**config.mk**
```make
export PLATFORM = sky130hd
export DESIGN_NAME = sync_crc16_packet_deframer_top_flat
export DESIGN_NICKNAME = d
export VERILOG_FILES = /design/src/hw/rtl/scpd_pkg.sv /design/src/hw/rtl/scpd_if.sv /design/src/hw/rtl/scpd_crc_unit.sv /design/src/hw/rtl/scpd_payload_ram.sv /design/src/hw/rtl/sync_crc16_packet_deframer_top.sv /design/src/flat_wrapper.sv
export SDC_FILE = /design/constraint.sdc
export NUM_CORES = 1
export LEC_CHECK = 0
export BUFFER_PORTS_ARGS = -buffer_cell sky130_fd_sc_hd__buf_2
export CAP_MARGIN = 30
export CORE_MARGIN = 2
export CORE_UTILIZATION = 64
export DETAILED_ROUTE_END_ITERATION = 8
export PLACE_DENSITY = 0.84
export SETUP_SLACK_MARGIN = 0.2
export SLEW_MARGIN = 0
export SYNTH_ARGS = -nofsm -noshare
export SYNTH_HDL_FRONTEND = slang
export SYNTH_SLANG_ARGS = --single-unit
```
**constraint.sdc**
```tcl
create_clock -name clk -period 5.4 [get_ports clk]
set_input_delay 0.27 -clock clk [delete_from_list [all_inputs] [get_ports clk]]
set_output_delay 0.27 -clock clk [all_outputs]
set_load 0.01 [all_outputs]
```
**src/hw/rtl/scpd_pkg.sv**
```systemverilog
// ----------------------------------------------------------------------------
// scpd_pkg
// Types and constants shared by the sync / length / CRC-16 packet deframer.
// ----------------------------------------------------------------------------
`default_nettype none

package scpd_pkg;

	// CRC-16/CCITT-FALSE: poly 0x1021, init 0xFFFF, no reflection, no final xor.
	localparam int unsigned CRC_W = 16;
	localparam logic [CRC_W-1:0] CRC_INIT = 16'hFFFF;
	localparam logic [CRC_W-1:0] CRC_POLY = 16'h1021;

	// Field widths.
	localparam int unsigned BYTE_W = 8;
	localparam int unsigned LEN_W  = 16;
	localparam int unsigned PLEN_W = 7;
	localparam int unsigned ADDR_W = 6;

	// Register reset values.
	localparam logic [BYTE_W-1:0] SYNC_FIRST_RESET  = 8'hAA;
	localparam logic [BYTE_W-1:0] SYNC_SECOND_RESET = 8'h55;

	// Register indexes on the configuration port.
	localparam logic [0:0] REG_SYNC_FIRST  = 1'b0;
	localparam logic [0:0] REG_SYNC_SECOND = 1'b1;

	// Input item codes.
	localparam logic FUNC_BYTE   = 1'b0;
	localparam logic FUNC_RESYNC = 1'b1;

	// Frame phase while parsing the byte stream.
	typedef enum logic [3:0] {
		PH_SYNC1 = 4'd0,
		PH_SYNC2 = 4'd1,
		PH_CMD   = 4'd2,
		PH_SEQ   = 4'd3,
		PH_LENH  = 4'd4,
		PH_LENL  = 4'd5,
		PH_DATA  = 4'd6,
		PH_CRCH  = 4'd7,
		PH_CRCL  = 4'd8
	} phase_t;

	// Intake / readout sequencer state.
	typedef enum logic [1:0] {
		CT_IDLE,
		CT_READ,
		CT_LOAD
	} ctrl_t;

	// Commands to the shared CRC unit.
	typedef struct packed {
		logic              init;
		logic              start;
		logic [BYTE_W-1:0] data;
	} crc_cmd_t;

endpackage

`default_nettype wire

```
**src/hw/rtl/scpd_if.sv**
```systemverilog
// ----------------------------------------------------------------------------
// scpd_if
// Valid/ready channels of the packet deframer: received bytes and results.
// ----------------------------------------------------------------------------
`default_nettype none

interface scpd_byte_if;
	logic       valid;
	logic       ready;
	logic       func;
	logic [7:0] data_byte;

	modport source (output valid, output func, output data_byte, input ready);
	modport sink   (input valid, input func, input data_byte, output ready);
endinterface

interface scpd_result_if;
	logic       valid;
	logic       ready;
	logic [7:0] command;
	logic [7:0] sequence_res;
	logic [6:0] payload_length;
	logic       has_payload;
	logic [5:0] byte_index;
	logic [7:0] payload_byte;
	logic       last;

	modport source (
		output valid, output command, output sequence_res, output payload_length,
		output has_payload, output byte_index, output payload_byte, output last,
		input ready
	);
	modport sink (
		input valid, input command, input sequence_res, input payload_length,
		input has_payload, input byte_index, input payload_byte, input last,
		output ready
	);
endinterface

`default_nettype wire

```
**src/hw/rtl/scpd_crc_unit.sv**
```systemverilog
// ----------------------------------------------------------------------------
// scpd_crc_unit
// Shared CRC-16 step unit: folds one byte in as two nibble steps, the high
// nibble in the start cycle and the low nibble after it.
// ----------------------------------------------------------------------------
`default_nettype none

module scpd_crc_unit (
	input  wire logic                           clk,
	input  wire logic                           arst_n,
	input  wire scpd_pkg::crc_cmd_t             cmd,
	output logic                                busy,
	output logic [scpd_pkg::CRC_W-1:0]          crc
);

	logic [scpd_pkg::CRC_W-1:0] crc_q;
	logic [scpd_pkg::CRC_W-1:0] crc_next;
	logic [3:0]                 nib_q;
	logic [3:0]                 nib_in;
	logic                       busy_q;

	// Four MSB-first bit steps of the CRC shift register.
	function automatic logic [scpd_pkg::CRC_W-1:0] crc_step4(
		input logic [scpd_pkg::CRC_W-1:0] c,
		input logic [3:0]                 n
	);
		logic [scpd_pkg::CRC_W-1:0] r;
		logic                       fb;
		r = c;
		for (int i = 3; i >= 0; i--) begin
			fb = r[scpd_pkg::CRC_W-1] ^ n[i];
			r  = {r[scpd_pkg::CRC_W-2:0], 1'b0} ^ (fb ? scpd_pkg::CRC_POLY : '0);
		end
		return r;
	endfunction

	// One step instance, fed by the new high nibble or the held low nibble.
	always_comb begin
		nib_in   = cmd.start ? cmd.data[7:4] : nib_q;
		crc_next = crc_step4(crc_q, nib_in);
	end

	// CRC register and step sequencing.
	always_ff @(posedge clk or negedge arst_n) begin
		if (!arst_n) begin
			crc_q  <= scpd_pkg::CRC_INIT;
			nib_q  <= '0;
			busy_q <= 1'b0;
		end else if (cmd.init) begin
			crc_q  <= scpd_pkg::CRC_INIT;
			busy_q <= 1'b0;
		end else if (cmd.start) begin
			crc_q  <= crc_next;
			nib_q  <= cmd.data[3:0];
			busy_q <= 1'b1;
		end else if (busy_q) begin
			crc_q  <= crc_next;
			busy_q <= 1'b0;
		end
	end

	assign busy = busy_q;
	assign crc  = crc_q;

endmodule

`default_nettype wire

```
**src/hw/rtl/scpd_payload_ram.sv**
```systemverilog
// ----------------------------------------------------------------------------
// scpd_payload_ram
// Payload store: one write port, one read port with registered read data.
// ----------------------------------------------------------------------------
`default_nettype none

module scpd_payload_ram #(
	parameter int unsigned DEPTH = 64
) (
	input  wire logic                              clk,
	input  wire logic                              we,
	input  wire logic [scpd_pkg::ADDR_W-1:0]       waddr,
	input  wire logic [scpd_pkg::BYTE_W-1:0]       wdata,
	input  wire logic                              re,
	input  wire logic [scpd_pkg::ADDR_W-1:0]       raddr,
	output logic      [scpd_pkg::BYTE_W-1:0]       rdata
);

	localparam int unsigned AW = (DEPTH > 1) ? $clog2(DEPTH) : 1;

	logic [scpd_pkg::BYTE_W-1:0] mem_q [DEPTH];
	logic [scpd_pkg::BYTE_W-1:0] rdata_q;

	// Write port.
	always_ff @(posedge clk) begin
		if (we) begin
			mem_q[waddr[AW-1:0]] <= wdata;
		end
	end

	// Read port; data holds until the next read.
	always_ff @(posedge clk) begin
		if (re) begin
			rdata_q <= mem_q[raddr[AW-1:0]];
		end
	end

	assign rdata = rdata_q;

endmodule

`default_nettype wire

```
**src/hw/rtl/sync_crc16_packet_deframer_top.sv**
```systemverilog
// ----------------------------------------------------------------------------
// sync_crc16_packet_deframer_top
// Sync hunt, header and payload capture with CRC-16/CCITT-FALSE check;
// a good packet is played out as one result per payload byte (one for an empty packet).
// ----------------------------------------------------------------------------
//  Channel     Dir   Handshake     Payload
//  byte_ch     in    valid/ready   func, data_byte
//  result_ch   out   valid/ready   command, sequence_res, payload_length,
//                                  has_payload, byte_index, payload_byte, last
//  cfg_*       in    write enable  cfg_index, cfg_data (sync_first, sync_second)
//
//  A byte covered by the CRC keeps intake closed while the shared nibble-wide
//  CRC unit makes its second pass; sync, CRC and resync items do not.
//  After a matching CRC low byte, each result takes a payload RAM read, then an
//  output register load plus any result-side stall (an empty packet skips the
//  read); intake stays closed until the last result is loaded.
//  Reset clears the control state and sync registers only; the payload RAM is not cleared.
// ----------------------------------------------------------------------------
`default_nettype none

module sync_crc16_packet_deframer_top #(
	parameter int unsigned MAX_PAYLOAD = 64
) (
	input  wire logic                          clk,
	input  wire logic                          arst_n,
	input  wire logic                          cfg_we,
	input  wire logic [0:0]                    cfg_index,
	input  wire logic [scpd_pkg::BYTE_W-1:0]   cfg_data,
	scpd_byte_if.sink                          byte_ch,
	scpd_result_if.source                      result_ch
);

	localparam logic [scpd_pkg::LEN_W-1:0] MAX_LEN = scpd_pkg::LEN_W'(MAX_PAYLOAD);

	// Configuration registers.
	logic [scpd_pkg::BYTE_W-1:0] sync_first_q;
	logic [scpd_pkg::BYTE_W-1:0] sync_second_q;

	// Control state.
	scpd_pkg::phase_t phase_q, phase_d;
	scpd_pkg::ctrl_t  ctrl_q, ctrl_d;
	logic             out_valid_q;

	// Frame capture registers.
	logic [scpd_pkg::BYTE_W-1:0] held_cmd_q;
	logic [scpd_pkg::BYTE_W-1:0] held_seq_q;
	logic [scpd_pkg::BYTE_W-1:0] len_high_q;
	logic [scpd_pkg::PLEN_W-1:0] held_len_q;
	logic [scpd_pkg::PLEN_W-1:0] count_q;
	logic [scpd_pkg::BYTE_W-1:0] crc_high_q;
	logic [scpd_pkg::ADDR_W-1:0] idx_q;

	// Output register.
	logic [scpd_pkg::BYTE_W-1:0] out_cmd_q;
	logic [scpd_pkg::BYTE_W-1:0] out_seq_q;
	logic [scpd_pkg::PLEN_W-1:0] out_len_q;
	logic                        out_has_q;
	logic [scpd_pkg::ADDR_W-1:0] out_idx_q;
	logic [scpd_pkg::BYTE_W-1:0] out_byte_q;
	logic                        out_last_q;

	// Decoded control.
	logic                        accept;
	logic [scpd_pkg::BYTE_W-1:0] rx_byte;
	logic [scpd_pkg::LEN_W-1:0]  len_full;
	logic [scpd_pkg::PLEN_W-1:0] count_inc;
	logic                        out_free;
	logic                        last_now;
	logic                        has_now;
	scpd_pkg::crc_cmd_t          crc_cmd;
	logic                        crc_busy;
	logic [scpd_pkg::CRC_W-1:0]  crc_value;
	logic                        ram_we;
	logic                        ram_re;
	logic [scpd_pkg::BYTE_W-1:0] ram_rdata;
	logic                        out_load;
	logic                        cap_cmd;
	logic                        cap_seq;
	logic                        cap_lenh;
	logic                        cap_lenl;
	logic                        cap_crch;
	logic                        cnt_inc;
	logic                        idx_clr;
	logic                        idx_inc;

	// Shared CRC unit.
	scpd_crc_unit u_crc (
		.clk    (clk),
		.arst_n (arst_n),
		.cmd    (crc_cmd),
		.busy   (crc_busy),
		.crc    (crc_value)
	);

	// Payload store.
	scpd_payload_ram #(
		.DEPTH (MAX_PAYLOAD)
	) u_ram (
		.clk   (clk),
		.we    (ram_we),
		.waddr (count_q[scpd_pkg::ADDR_W-1:0]),
		.wdata (rx_byte),
		.re    (ram_re),
		.raddr (idx_q),
		.rdata (ram_rdata)
	);

	// Handshake and shared decode.
	assign byte_ch.ready = (ctrl_q == scpd_pkg::CT_IDLE) && !crc_busy;
	assign accept        = byte_ch.valid && byte_ch.ready;
	assign rx_byte       = byte_ch.data_byte;
	assign len_full      = {len_high_q, rx_byte};
	assign count_inc     = count_q + scpd_pkg::PLEN_W'(1);
	assign out_free      = !out_valid_q || result_ch.ready;
	assign has_now       = (held_len_q != '0);
	assign last_now      = !has_now ||
	                       ({1'b0, idx_q} + scpd_pkg::PLEN_W'(1) == held_len_q);

	// Next state for frame phase and sequencer, plus datapath strobes.
	always_comb begin
		phase_d  = phase_q;
		ctrl_d   = ctrl_q;
		crc_cmd  = '0;
		ram_we   = 1'b0;
		ram_re   = 1'b0;
		out_load = 1'b0;
		cap_cmd  = 1'b0;
		cap_seq  = 1'b0;
		cap_lenh = 1'b0;
		cap_lenl = 1'b0;
		cap_crch = 1'b0;
		cnt_inc  = 1'b0;
		idx_clr  = 1'b0;
		idx_inc  = 1'b0;
		crc_cmd.data = rx_byte;

		// Intake of one byte or a resync.
		if (accept) begin
			if (byte_ch.func == scpd_pkg::FUNC_RESYNC) begin
				phase_d      = scpd_pkg::PH_SYNC1;
				crc_cmd.init = 1'b1;
			end else begin
				unique case (phase_q)
					scpd_pkg::PH_SYNC1: begin
						if (rx_byte == sync_first_q) begin
							phase_d = scpd_pkg::PH_SYNC2;
						end
					end
					scpd_pkg::PH_SYNC2: begin
						// The second-sync match wins when both registers agree.
						if (rx_byte == sync_second_q) begin
							phase_d      = scpd_pkg::PH_CMD;
							crc_cmd.init = 1'b1;
						end else if (rx_byte != sync_first_q) begin
							phase_d = scpd_pkg::PH_SYNC1;
						end
					end
					scpd_pkg::PH_CMD: begin
						cap_cmd       = 1'b1;
						crc_cmd.start = 1'b1;
						phase_d       = scpd_pkg::PH_SEQ;
					end
					scpd_pkg::PH_SEQ: begin
						cap_seq       = 1'b1;
						crc_cmd.start = 1'b1;
						phase_d       = scpd_pkg::PH_LENH;
					end
					scpd_pkg::PH_LENH: begin
						cap_lenh      = 1'b1;
						crc_cmd.start = 1'b1;
						phase_d       = scpd_pkg::PH_LENL;
					end
					scpd_pkg::PH_LENL: begin
						cap_lenl      = 1'b1;
						crc_cmd.start = 1'b1;
						if (len_full > MAX_LEN) begin
							phase_d = scpd_pkg::PH_SYNC1;
						end else if (len_full == '0) begin
							phase_d = scpd_pkg::PH_CRCH;
						end else begin
							phase_d = scpd_pkg::PH_DATA;
						end
					end
					scpd_pkg::PH_DATA: begin
						ram_we        = 1'b1;
						crc_cmd.start = 1'b1;
						cnt_inc       = 1'b1;
						if (count_inc >= held_len_q) begin
							phase_d = scpd_pkg::PH_CRCH;
						end
					end
					scpd_pkg::PH_CRCH: begin
						cap_crch = 1'b1;
						phase_d  = scpd_pkg::PH_CRCL;
					end
					scpd_pkg::PH_CRCL: begin
						phase_d = scpd_pkg::PH_SYNC1;
						if ({crc_high_q, rx_byte} == crc_value) begin
							idx_clr = 1'b1;
							ctrl_d  = has_now ? scpd_pkg::CT_READ : scpd_pkg::CT_LOAD;
						end
					end
					default: begin
						phase_d = scpd_pkg::PH_SYNC1;
					end
				endcase
			end
		end

		// Readout of a good packet, one result per pass.
		unique case (ctrl_q)
			scpd_pkg::CT_IDLE: begin
			end
			scpd_pkg::CT_READ: begin
				ram_re = 1'b1;
				ctrl_d = scpd_pkg::CT_LOAD;
			end
			scpd_pkg::CT_LOAD: begin
				if (out_free) begin
					out_load = 1'b1;
					if (last_now) begin
						ctrl_d = scpd_pkg::CT_IDLE;
					end else begin
						idx_inc = 1'b1;
						ctrl_d  = scpd_pkg::CT_READ;
					end
				end
			end
			default: begin
				ctrl_d = scpd_pkg::CT_IDLE;
			end
		endcase
	end

	// Configuration registers.
	always_ff @(posedge clk or negedge arst_n) begin
		if (!arst_n) begin
			sync_first_q  <= scpd_pkg::SYNC_FIRST_RESET;
			sync_second_q <= scpd_pkg::SYNC_SECOND_RESET;
		end else if (cfg_we) begin
			unique case (cfg_index)
				scpd_pkg::REG_SYNC_FIRST:  sync_first_q  <= cfg_data;
				scpd_pkg::REG_SYNC_SECOND: sync_second_q <= cfg_data;
				default: begin
				end
			endcase
		end
	end

	// Control state registers.
	always_ff @(posedge clk or negedge arst_n) begin
		if (!arst_n) begin
			phase_q     <= scpd_pkg::PH_SYNC1;
			ctrl_q      <= scpd_pkg::CT_IDLE;
			out_valid_q <= 1'b0;
		end else begin
			phase_q <= phase_d;
			ctrl_q  <= ctrl_d;
			if (out_load) begin
				out_valid_q <= 1'b1;
			end else if (result_ch.ready) begin
				out_valid_q <= 1'b0;
			end
		end
	end

	// Frame capture and readout index.
	always_ff @(posedge clk) begin
		if (cap_cmd) begin
			held_cmd_q <= rx_byte;
		end
		if (cap_seq) begin
			held_seq_q <= rx_byte;
		end
		if (cap_lenh) begin
			len_high_q <= rx_byte;
		end
		if (cap_lenl) begin
			held_len_q <= len_full[scpd_pkg::PLEN_W-1:0];
			count_q    <= '0;
		end else if (cnt_inc) begin
			count_q <= count_inc;
		end
		if (cap_crch) begin
			crc_high_q <= rx_byte;
		end
		if (idx_clr) begin
			idx_q <= '0;
		end else if (idx_inc) begin
			idx_q <= idx_q + scpd_pkg::ADDR_W'(1);
		end
	end

	// Output register; an empty packet carries zero byte fields.
	always_ff @(posedge clk) begin
		if (out_load) begin
			out_cmd_q  <= held_cmd_q;
			out_seq_q  <= held_seq_q;
			out_len_q  <= held_len_q;
			out_has_q  <= has_now;
			out_idx_q  <= has_now ? idx_q : '0;
			out_byte_q <= has_now ? ram_rdata : '0;
			out_last_q <= last_now;
		end
	end

	assign result_ch.valid          = out_valid_q;
	assign result_ch.command        = out_cmd_q;
	assign result_ch.sequence_res   = out_seq_q;
	assign result_ch.payload_length = out_len_q;
	assign result_ch.has_payload    = out_has_q;
	assign result_ch.byte_index     = out_idx_q;
	assign result_ch.payload_byte   = out_byte_q;
	assign result_ch.last           = out_last_q;

endmodule

`default_nettype wire
```
**src/flat_wrapper.sv**
```systemverilog
// flat-port wrapper written by rule: the top's interface ports become plain ports
module sync_crc16_packet_deframer_top_flat 
#(
	parameter int unsigned MAX_PAYLOAD = 64
)
  (clk, arst_n, cfg_we, cfg_index, cfg_data, byte_ch_valid, byte_ch_func, byte_ch_data_byte, byte_ch_ready, result_ch_valid, result_ch_command, result_ch_sequence_res, result_ch_payload_length, result_ch_has_payload, result_ch_byte_index, result_ch_payload_byte, result_ch_last, result_ch_ready);
  scpd_byte_if byte_ch_i ();
  scpd_result_if result_ch_i ();
  input  wire logic clk;
  input  wire logic arst_n;
  input  wire logic cfg_we;
  input  wire logic [0:0] cfg_index;
  input  wire logic [scpd_pkg::BYTE_W-1:0] cfg_data;
  input wire logic [$bits(byte_ch_i.valid)-1:0] byte_ch_valid;
  input wire logic [$bits(byte_ch_i.func)-1:0] byte_ch_func;
  input wire logic [$bits(byte_ch_i.data_byte)-1:0] byte_ch_data_byte;
  output wire logic [$bits(byte_ch_i.ready)-1:0] byte_ch_ready;
  output wire logic [$bits(result_ch_i.valid)-1:0] result_ch_valid;
  output wire logic [$bits(result_ch_i.command)-1:0] result_ch_command;
  output wire logic [$bits(result_ch_i.sequence_res)-1:0] result_ch_sequence_res;
  output wire logic [$bits(result_ch_i.payload_length)-1:0] result_ch_payload_length;
  output wire logic [$bits(result_ch_i.has_payload)-1:0] result_ch_has_payload;
  output wire logic [$bits(result_ch_i.byte_index)-1:0] result_ch_byte_index;
  output wire logic [$bits(result_ch_i.payload_byte)-1:0] result_ch_payload_byte;
  output wire logic [$bits(result_ch_i.last)-1:0] result_ch_last;
  input wire logic [$bits(result_ch_i.ready)-1:0] result_ch_ready;
  assign byte_ch_i.valid = byte_ch_valid;
  assign byte_ch_i.func = byte_ch_func;
  assign byte_ch_i.data_byte = byte_ch_data_byte;
  assign byte_ch_ready = byte_ch_i.ready;
  assign result_ch_valid = result_ch_i.valid;
  assign result_ch_command = result_ch_i.command;
  assign result_ch_sequence_res = result_ch_i.sequence_res;
  assign result_ch_payload_length = result_ch_i.payload_length;
  assign result_ch_has_payload = result_ch_i.has_payload;
  assign result_ch_byte_index = result_ch_i.byte_index;
  assign result_ch_payload_byte = result_ch_i.payload_byte;
  assign result_ch_last = result_ch_i.last;
  assign result_ch_i.ready = result_ch_ready;
  sync_crc16_packet_deframer_top #(.MAX_PAYLOAD(MAX_PAYLOAD)) u_core (.clk(clk), .arst_n(arst_n), .cfg_we(cfg_we), .cfg_index(cfg_index), .cfg_data(cfg_data), .byte_ch(byte_ch_i), .result_ch(result_ch_i));
endmodule
```
# Word-level counts from Yosys, hierarchy flattened

Memories as Yosys holds them, arrays and structs flattened. A register that Yosys moved wholly into a read port is not among the register bits.
Cells that the tools add are included.

$add $sub $neg: 3
$lt $le $gt $ge: 2
Equal/unequal tests: 18
Muxes and demuxes: 64
Bitwise logic cells: 10
Reductions and logical operators: 18

Operators with widths:

| kind                                                  | count |
|---|---|
| XOR 16 x 13 -> 16 bit                                 | 4 |
| 2-to-1 mux 13 bit                                     | 4 |
| 2-to-1 mux 16 bit                                     | 3 |
| 2-to-1 mux 1 bit                                      | 41 |
| case mux 4 bit (8 select lines)                       | 1 |
| 2-to-1 mux 4 bit                                      | 7 |
| equality test 16 bit                                  | 1 |
| equality test 4 x 3 -> 1 bit, second input constant   | 4 |
| equality test 8 bit                                   | 2 |
| > comparator 16 x 7 -> 1 bit, second input constant   | 1 |
| logical NOT 16 bit                                    | 1 |
| 2-to-1 mux 2 bit                                      | 7 |
| equality test 4 x 2 -> 1 bit, second input constant   | 2 |
| inequality test 8 bit                                 | 1 |
| adder 6 x 1 -> 7 bit, second input constant           | 1 |
| adder 7 x 1 -> 7 bit, second input constant           | 1 |
| equality test 7 bit                                   | 1 |
| greater-or-equal comparator 7 bit                     | 1 |
| nonzero test 7 bit                                    | 1 |
| adder 6 x 1 -> 6 bit, second input constant           | 1 |
| inequality test 3 x 2 -> 1 bit, second input constant | 2 |
| case mux 2 bit (3 select lines)                       | 1 |
| AND reduction 2 bit                                   | 3 |
| OR reduction 5 bit                                    | 1 |
| other kinds (15)                                      | 23 |

Flip-flop bits (word level): 135
RAM bits: 512
Bits of input ports: 23
Output and inout bits: 41
Logic and storage cells: 138
Memories kept: 1

Memories:

| name               | words | bits a word | rd ports | clocked after memory_dff | wr ports | line                   | text |
|---|---|---|---|---|---|---|---|
| u_core.u_ram.mem_q | 64    | 8           | 1        | 1                        | 1        | scpd_payload_ram.sv:21 | `logic [scpd_pkg::BYTE_W-1:0] mem_q [DEPTH];` |

# Logic depth before layout (Yosys ltp)

Depth after elaboration: 21
Depth in mapped cells: 10

# Hierarchy

Synthesis repeated with hierarchy kept, for this count alone.

Cells, all modules: 1384
Area, all modules: 26113.8 µm²

By module, submodules not included:

| module                         | times used | cells an instance | area an instance (µm²) | seq. area each (µm²) |
|---|---|---|---|---|
| scpd_payload_ram               | 1          | 940               | 20246.9                | 15615.0 |
| sync_crc16_packet_deframer_top | 1          | 351               | 4840.9                 | 3188.1 |
| scpd_crc_unit                  | 1          | 93                | 1026.0                 | 545.5 |

# Least setup slack after synthesis

No wires, ideal clock.

Path type: register to register
Start point: register u_core.ctrl_q[0]
End point: register u_core.idx_q[0] (netlist name)
Setup time: 0.130 ns
Arrival time: 3.136 ns
Path slack: 2.134 ns
Stages on the path, launching flop included: 7
Buffers on the path: 0
Clock period less this slack: 3.266 ns
Path through: dfrtp_1 nand2b_1 nor2_1 o211ai_1 nor3_1 a31oi_1 mux2i_1

Word-level cells in the longest chain between the ends: 4

Ends and longest elaborated chain:

| item                     | line                                  | text |
|---|---|---|
| start: declaration       | sync_crc16_packet_deframer_top.sv:41  | `scpd_pkg::ctrl_t ctrl_q, ctrl_d;` |
| start signal: assignment | sync_crc16_packet_deframer_top.sv:254 | `ctrl_q <= scpd_pkg::CT_IDLE;` |
| start signal: assignment | sync_crc16_packet_deframer_top.sv:258 | `ctrl_q <= ctrl_d;` |
| logical NOT 2 bit        | sync_crc16_packet_deframer_top.sv:109 | `assign byte_ch.ready = (ctrl_q == scpd_pkg::CT_IDLE) && !crc_busy;` |
| logical AND 1 bit        | sync_crc16_packet_deframer_top.sv:109 |  |
| logical AND 1 bit        | sync_crc16_packet_deframer_top.sv:110 | `assign accept = byte_ch.valid && byte_ch.ready;` |
| 2-to-1 mux 1 bit         | sync_crc16_packet_deframer_top.sv:138 | `if (accept) begin` |
| end signal: assignment   | sync_crc16_packet_deframer_top.sv:290 | `idx_q <= idx_q + scpd_pkg::ADDR_W'(1);` |
| end: declaration         | sync_crc16_packet_deframer_top.sv:51  | `logic [scpd_pkg::ADDR_W-1:0] idx_q;` |

Parallel ways exist; a longest one is shown, timed or not.
A chain may end at the register's enable or synchronous reset.

# Worst setup path in the final report

Start point: register u_core.ctrl_q[1]
End point: memory u_core.u_ram.mem_q[37][6] (netlist name) (enable)

Word-level cells in the longest chain between the ends: 6

Ends and longest elaborated chain:

| item                                   | line                                  | text |
|---|---|---|
| logical NOT 2 bit                      | sync_crc16_packet_deframer_top.sv:109 |  |
| logical AND 1 bit                      | sync_crc16_packet_deframer_top.sv:109 |  |
| logical AND 1 bit                      | sync_crc16_packet_deframer_top.sv:110 |  |
| 2-to-1 mux 1 bit                       | sync_crc16_packet_deframer_top.sv:138 |  |
| 2-to-1 mux 1 bit                       | scpd_payload_ram.sv:26                | `if (we) begin` |
| 2-to-1 mux 1 bit (implied by the code) | scpd_payload_ram.sv:27                | `mem_q[waddr[AW-1:0]] <= wdata;` |
| end: declaration                       | scpd_payload_ram.sv:21                |  |

No other way between the ends.

==> run_results.csv <==
group,metric,value,unit
setup_path,path_max_fanout,8,
logic_synthesis,synthMuxAreaShare,0.153,
sta,skew,17.0,ps
global_routing,grt_usage,0.296,
logic_synthesis,synth_top_family_by_area,"multiplexers",
sta,period_minus_slack,3680,ps
logic_synthesis,synth-xor-area-share,0.0210,
cts,clk_pin_slew,60,ps
cts,clockBufferDepth,3,
placed_design,io_buffers,63,
detailed_routing,drtIter0Drc,1791,
setup_path,rr_startpoint,"u_core.ctrl_q[1]",
cells_and_area,num_antenna_cells,0,
cells_and_area,multi_input_area,6340,um^2
logic_synthesis,synth_flop_cell,"edfxtp_1",
cts,post_cts_buffers,0,
sta,timing.final.crit_share,0.682,
setup_path,cp.arrival,3920,ps
cells_and_area,fillers,2194,
detailed_routing,routed_wl,60300,um
placed_design,dp_hpwl,34600,um
cts,htree_levels,2,
logic_synthesis,netlist_area,26100,um^2
detailed_routing,vias,13500,
detailed_routing,firstDrtPassIters,5,
worst_hold_path,min_from,"byte_ch_data_byte[6]",
worst_hold_path,hold_class,"primary input to flip-flop",
cts,clkSinkCount,655,
placed_design,pre_cts_ws,1920,ps
global_routing,grt_pass1_wl,88800,um
pwr,p_leak,9.21,nW
die,die_y,206,um
cells_and_area,fin_nets,1425,
setup_path,cpMaxStageDelayCell,"nor2_1",
cts,cts_tree,"done",
sta,final.setup.tns,0,ps
logic_synthesis,synth_compound_gate_area_share,0.0221,
logic_synthesis,synth.cells.most_frequent,"edfxtp_1 (598), mux4_2 (152), nor2_1 (85), xnor2_1 (36), nand2_1 (35)",
logic_synthesis,yosys.area_share.simple,0.0424,
die,die_w,206,um
sta,whs,84.1,ps
setup_path,endpoint_kind,"flip-flop",
logic_synthesis,synth_area_leaders,"edfxtp_1 (69%), mux4_2 (13%), dfstp_2 (2.4%)",
detailed_routing,route.detailed.drc,0,
placed_design,placed_cell_area,26900,um^2
die,ios,64,
cells_and_area,area_growth,11.4,%
detailed_routing,drt-vias-per-instance,6.86,
cts,cts-root-buf,"clkbuf_16",
setup_path,crit_family,"simple AND/OR/NAND/NOR gates",
logic_synthesis,synthCells,1299,
cells_and_area,fin_util,0.726,
logic_synthesis,synth-edff-count,598,
global_routing,antenna_found_initial,0,
sta,finalHoldViolations,0,
logic_synthesis,synth_top_area_frac,0.689,
pwr,peakVddDrop,312,uV
global_routing,grt_start_max_net_pins,75,
worst_hold_path,min_to,"u_core.crc_high_q[6]",
logic_synthesis,ys_seq_area_frac,0.742,
sta,fin_ws,1720,ps
sta,rsz0062_at_grt,"false",
setup_path,startpoint_type,"flip-flop",
setup_path,critical_path_required,5640,ps
setup_path,path_cells,"nor4b_4, nand3_1, nor2_2, nand3_1, nor2_1",
cts,numCtsBuffers,61,
cells_and_area,fin_area,29000,um^2
setup_path,r2r_end,"u_core.u_ram.mem_q[37][6]",
setup_path,critPathMaxStageDelay,920,ps
logic_synthesis,syn_nets,1331,
die,num_rows,73,
die,start_util,0.652,
logic_synthesis,synthArstFlopShare,0.0672,
worst_hold_path,worstHoldPathCells,1,
sta,setup_viol,0,
setup_path,path_common_cell,"nand3_1",
cells_and_area,drive_above_1_share,0.280,
pwr,design_power_total,11.0,mW
cts,cts_resized,0,
setup_path,r2r_cells,5,
logic_synthesis,synth_cell_types,66,
sta,report.final.slew_viol_count,0,
logic_synthesis,yosysMostFrequentCell,"edfxtp_1",
setup_path,critPathBufInv,0,
cells_and_area,finalNonFillerCells,1969,
placed_design,post-place-cells,1844,
cts,clk-insertion-delay-late,620,ps
global_routing,gr-total-overflow,0,
sta,relSlewSlack,0.354,
global_routing,grt_pass1_vias,13500,
placed_design,globalplace.congestion,0.848,
die,core,40000,um^2
run_status,outcome,"complete, no violations",
logic_synthesis,synthAdderAreaFrac,0.00432,
pwr,cellPowerDensity,377,nW/um^2
job,drv_cap,0,
die,die_area,42400,um^2
cells_and_area,seq_area,19400,um^2
setup_path,crit_type,"flip-flop to flip-flop",
detailed_routing,wl_per_cell,30.6,um
logic_synthesis,yosys_warnings,0,
sta,tightest_slew,970,ps
logic_synthesis,synth-seq-cells,655,
setup_path,reg2reg_setup_slack,1720,ps
logic_synthesis,avgSynthCellArea,20.1,um^2
logic_synthesis,yosys.area.top_type,"edfxtp_1",
sta,max_freq,0.272,GHz
detailed_routing,postRouteAntennaNets,0,
==> how the worst max path moves through the flow <==
stage	from	end	slack (ps)	cells past startpoint
after floorplan	u_core.ctrl_q[0]	u_core.idx_q[0]	2130	6
after global placement	u_core.idx_q[0]	u_core.u_ram.rdata[0]	2070	5
after detailed placement	u_core.ctrl_q[0]	u_core.u_ram.mem_q[61][1]	1920	5
after CTS	u_core.ctrl_q[1]	u_core.u_ram.mem_q[62][4]	1910	5
after global routing	u_core.ctrl_q[1]	u_core.u_ram.mem_q[19][2]	1630	5
final	u_core.ctrl_q[1]	u_core.u_ram.mem_q[37][6]	1720	5
==> layout by cell type, fill, tap and decap left out, types with 7 or more instances in the layout <==
cell type        n
a21oi_1         10
clkinv_2         9
o22ai_1          7
a2bb2oi_1        8
nand2b_1         8
buf_2           65
nand3_1         14
a31oi_1         10
nand4_1          8
xor2_1          21
nor2b_1          9
clkbuf_16       63
nand2_1         35
o22a_1           8
dfrtp_1         20
dfstp_2         24
clkinv_1        21
a22oi_1          7
clkbuf_1         8
dfxtp_1          9
ha_1             9
and2_1          15
edfxtp_1       598
bufinv_16        8
mux2i_1         13
inv_1            8
dlygate4sd3_1    9
mux2_2          34
nor2_1          84
nor3_1          14
xnor2_1         36
buf_4           19
mux4_2         152
==> timing repair <==
item	CTS	global route
hold buffers	9	0
endpoints found under the setup margin	0	0
endpoints found under the hold margin	36	0
==> logic make-up after synthesis <==
logic type | count (synthesis)
DFF | 655
muxes | 201
xor gates and xnor gates | 60
buffers and inverters | 74
adders and majority gates | 9
and+or+nand+nor | 222
AOI/OAI and AO/OA | 78
==> worst register-to-register path, stage by stage (launching register included) <==
cell,delay [ps]
dfrtp_1,460
nor4b_4,490
nand3_1,330
nor2_2,400
nand3_1,690
nor2_1,930
==> sequential cells by signal (all words and copies together), names as in the netlist, 8 cells and up <==
register and count:
u_core.u_ram.rdata 8, u_core.result_ch.payload_byte 8, u_core.held_cmd_q 8, u_core.result_ch.command 8, u_core.len_high_q 8, u_core.held_seq_q 8, u_core.crc_high_q 8, u_core.result_ch.sequence_res 8
u_core.sync_second_q 8, u_core.u_ram.mem_q 512, u_core.sync_first_q 8, u_core.u_crc.crc 16
==> area by class of cell <==
class	instances	share of cell area
clock inverter	43	0.0139
tap	525	0.0226
multi-input combinational	570	0.218
clock buffer	71	0.0553
timing repair buffer	97	0.0222
inverter	8	0.00103
sequential	655	0.667
==> where the power goes <==
part           internal (mW)  leakage (nW)  switching [mW]
Sequential              5.60          6.00          0.0644
Clock                   2.50         0.972            1.83
Combinational          0.465          2.24           0.504
==> routing by layer <==
| metal | track usage | part of all wire |
|---|---|---|
| met3 | 0.0626 | 0.10 |
| met5 | 0 | 0 |
| met4 | 0.110 | 0.041 |
| met1 | 0.410 | 0.37 |
| met2 | 0.473 | 0.49 |
No activity file was read; power rests on OpenSTA's default activity.
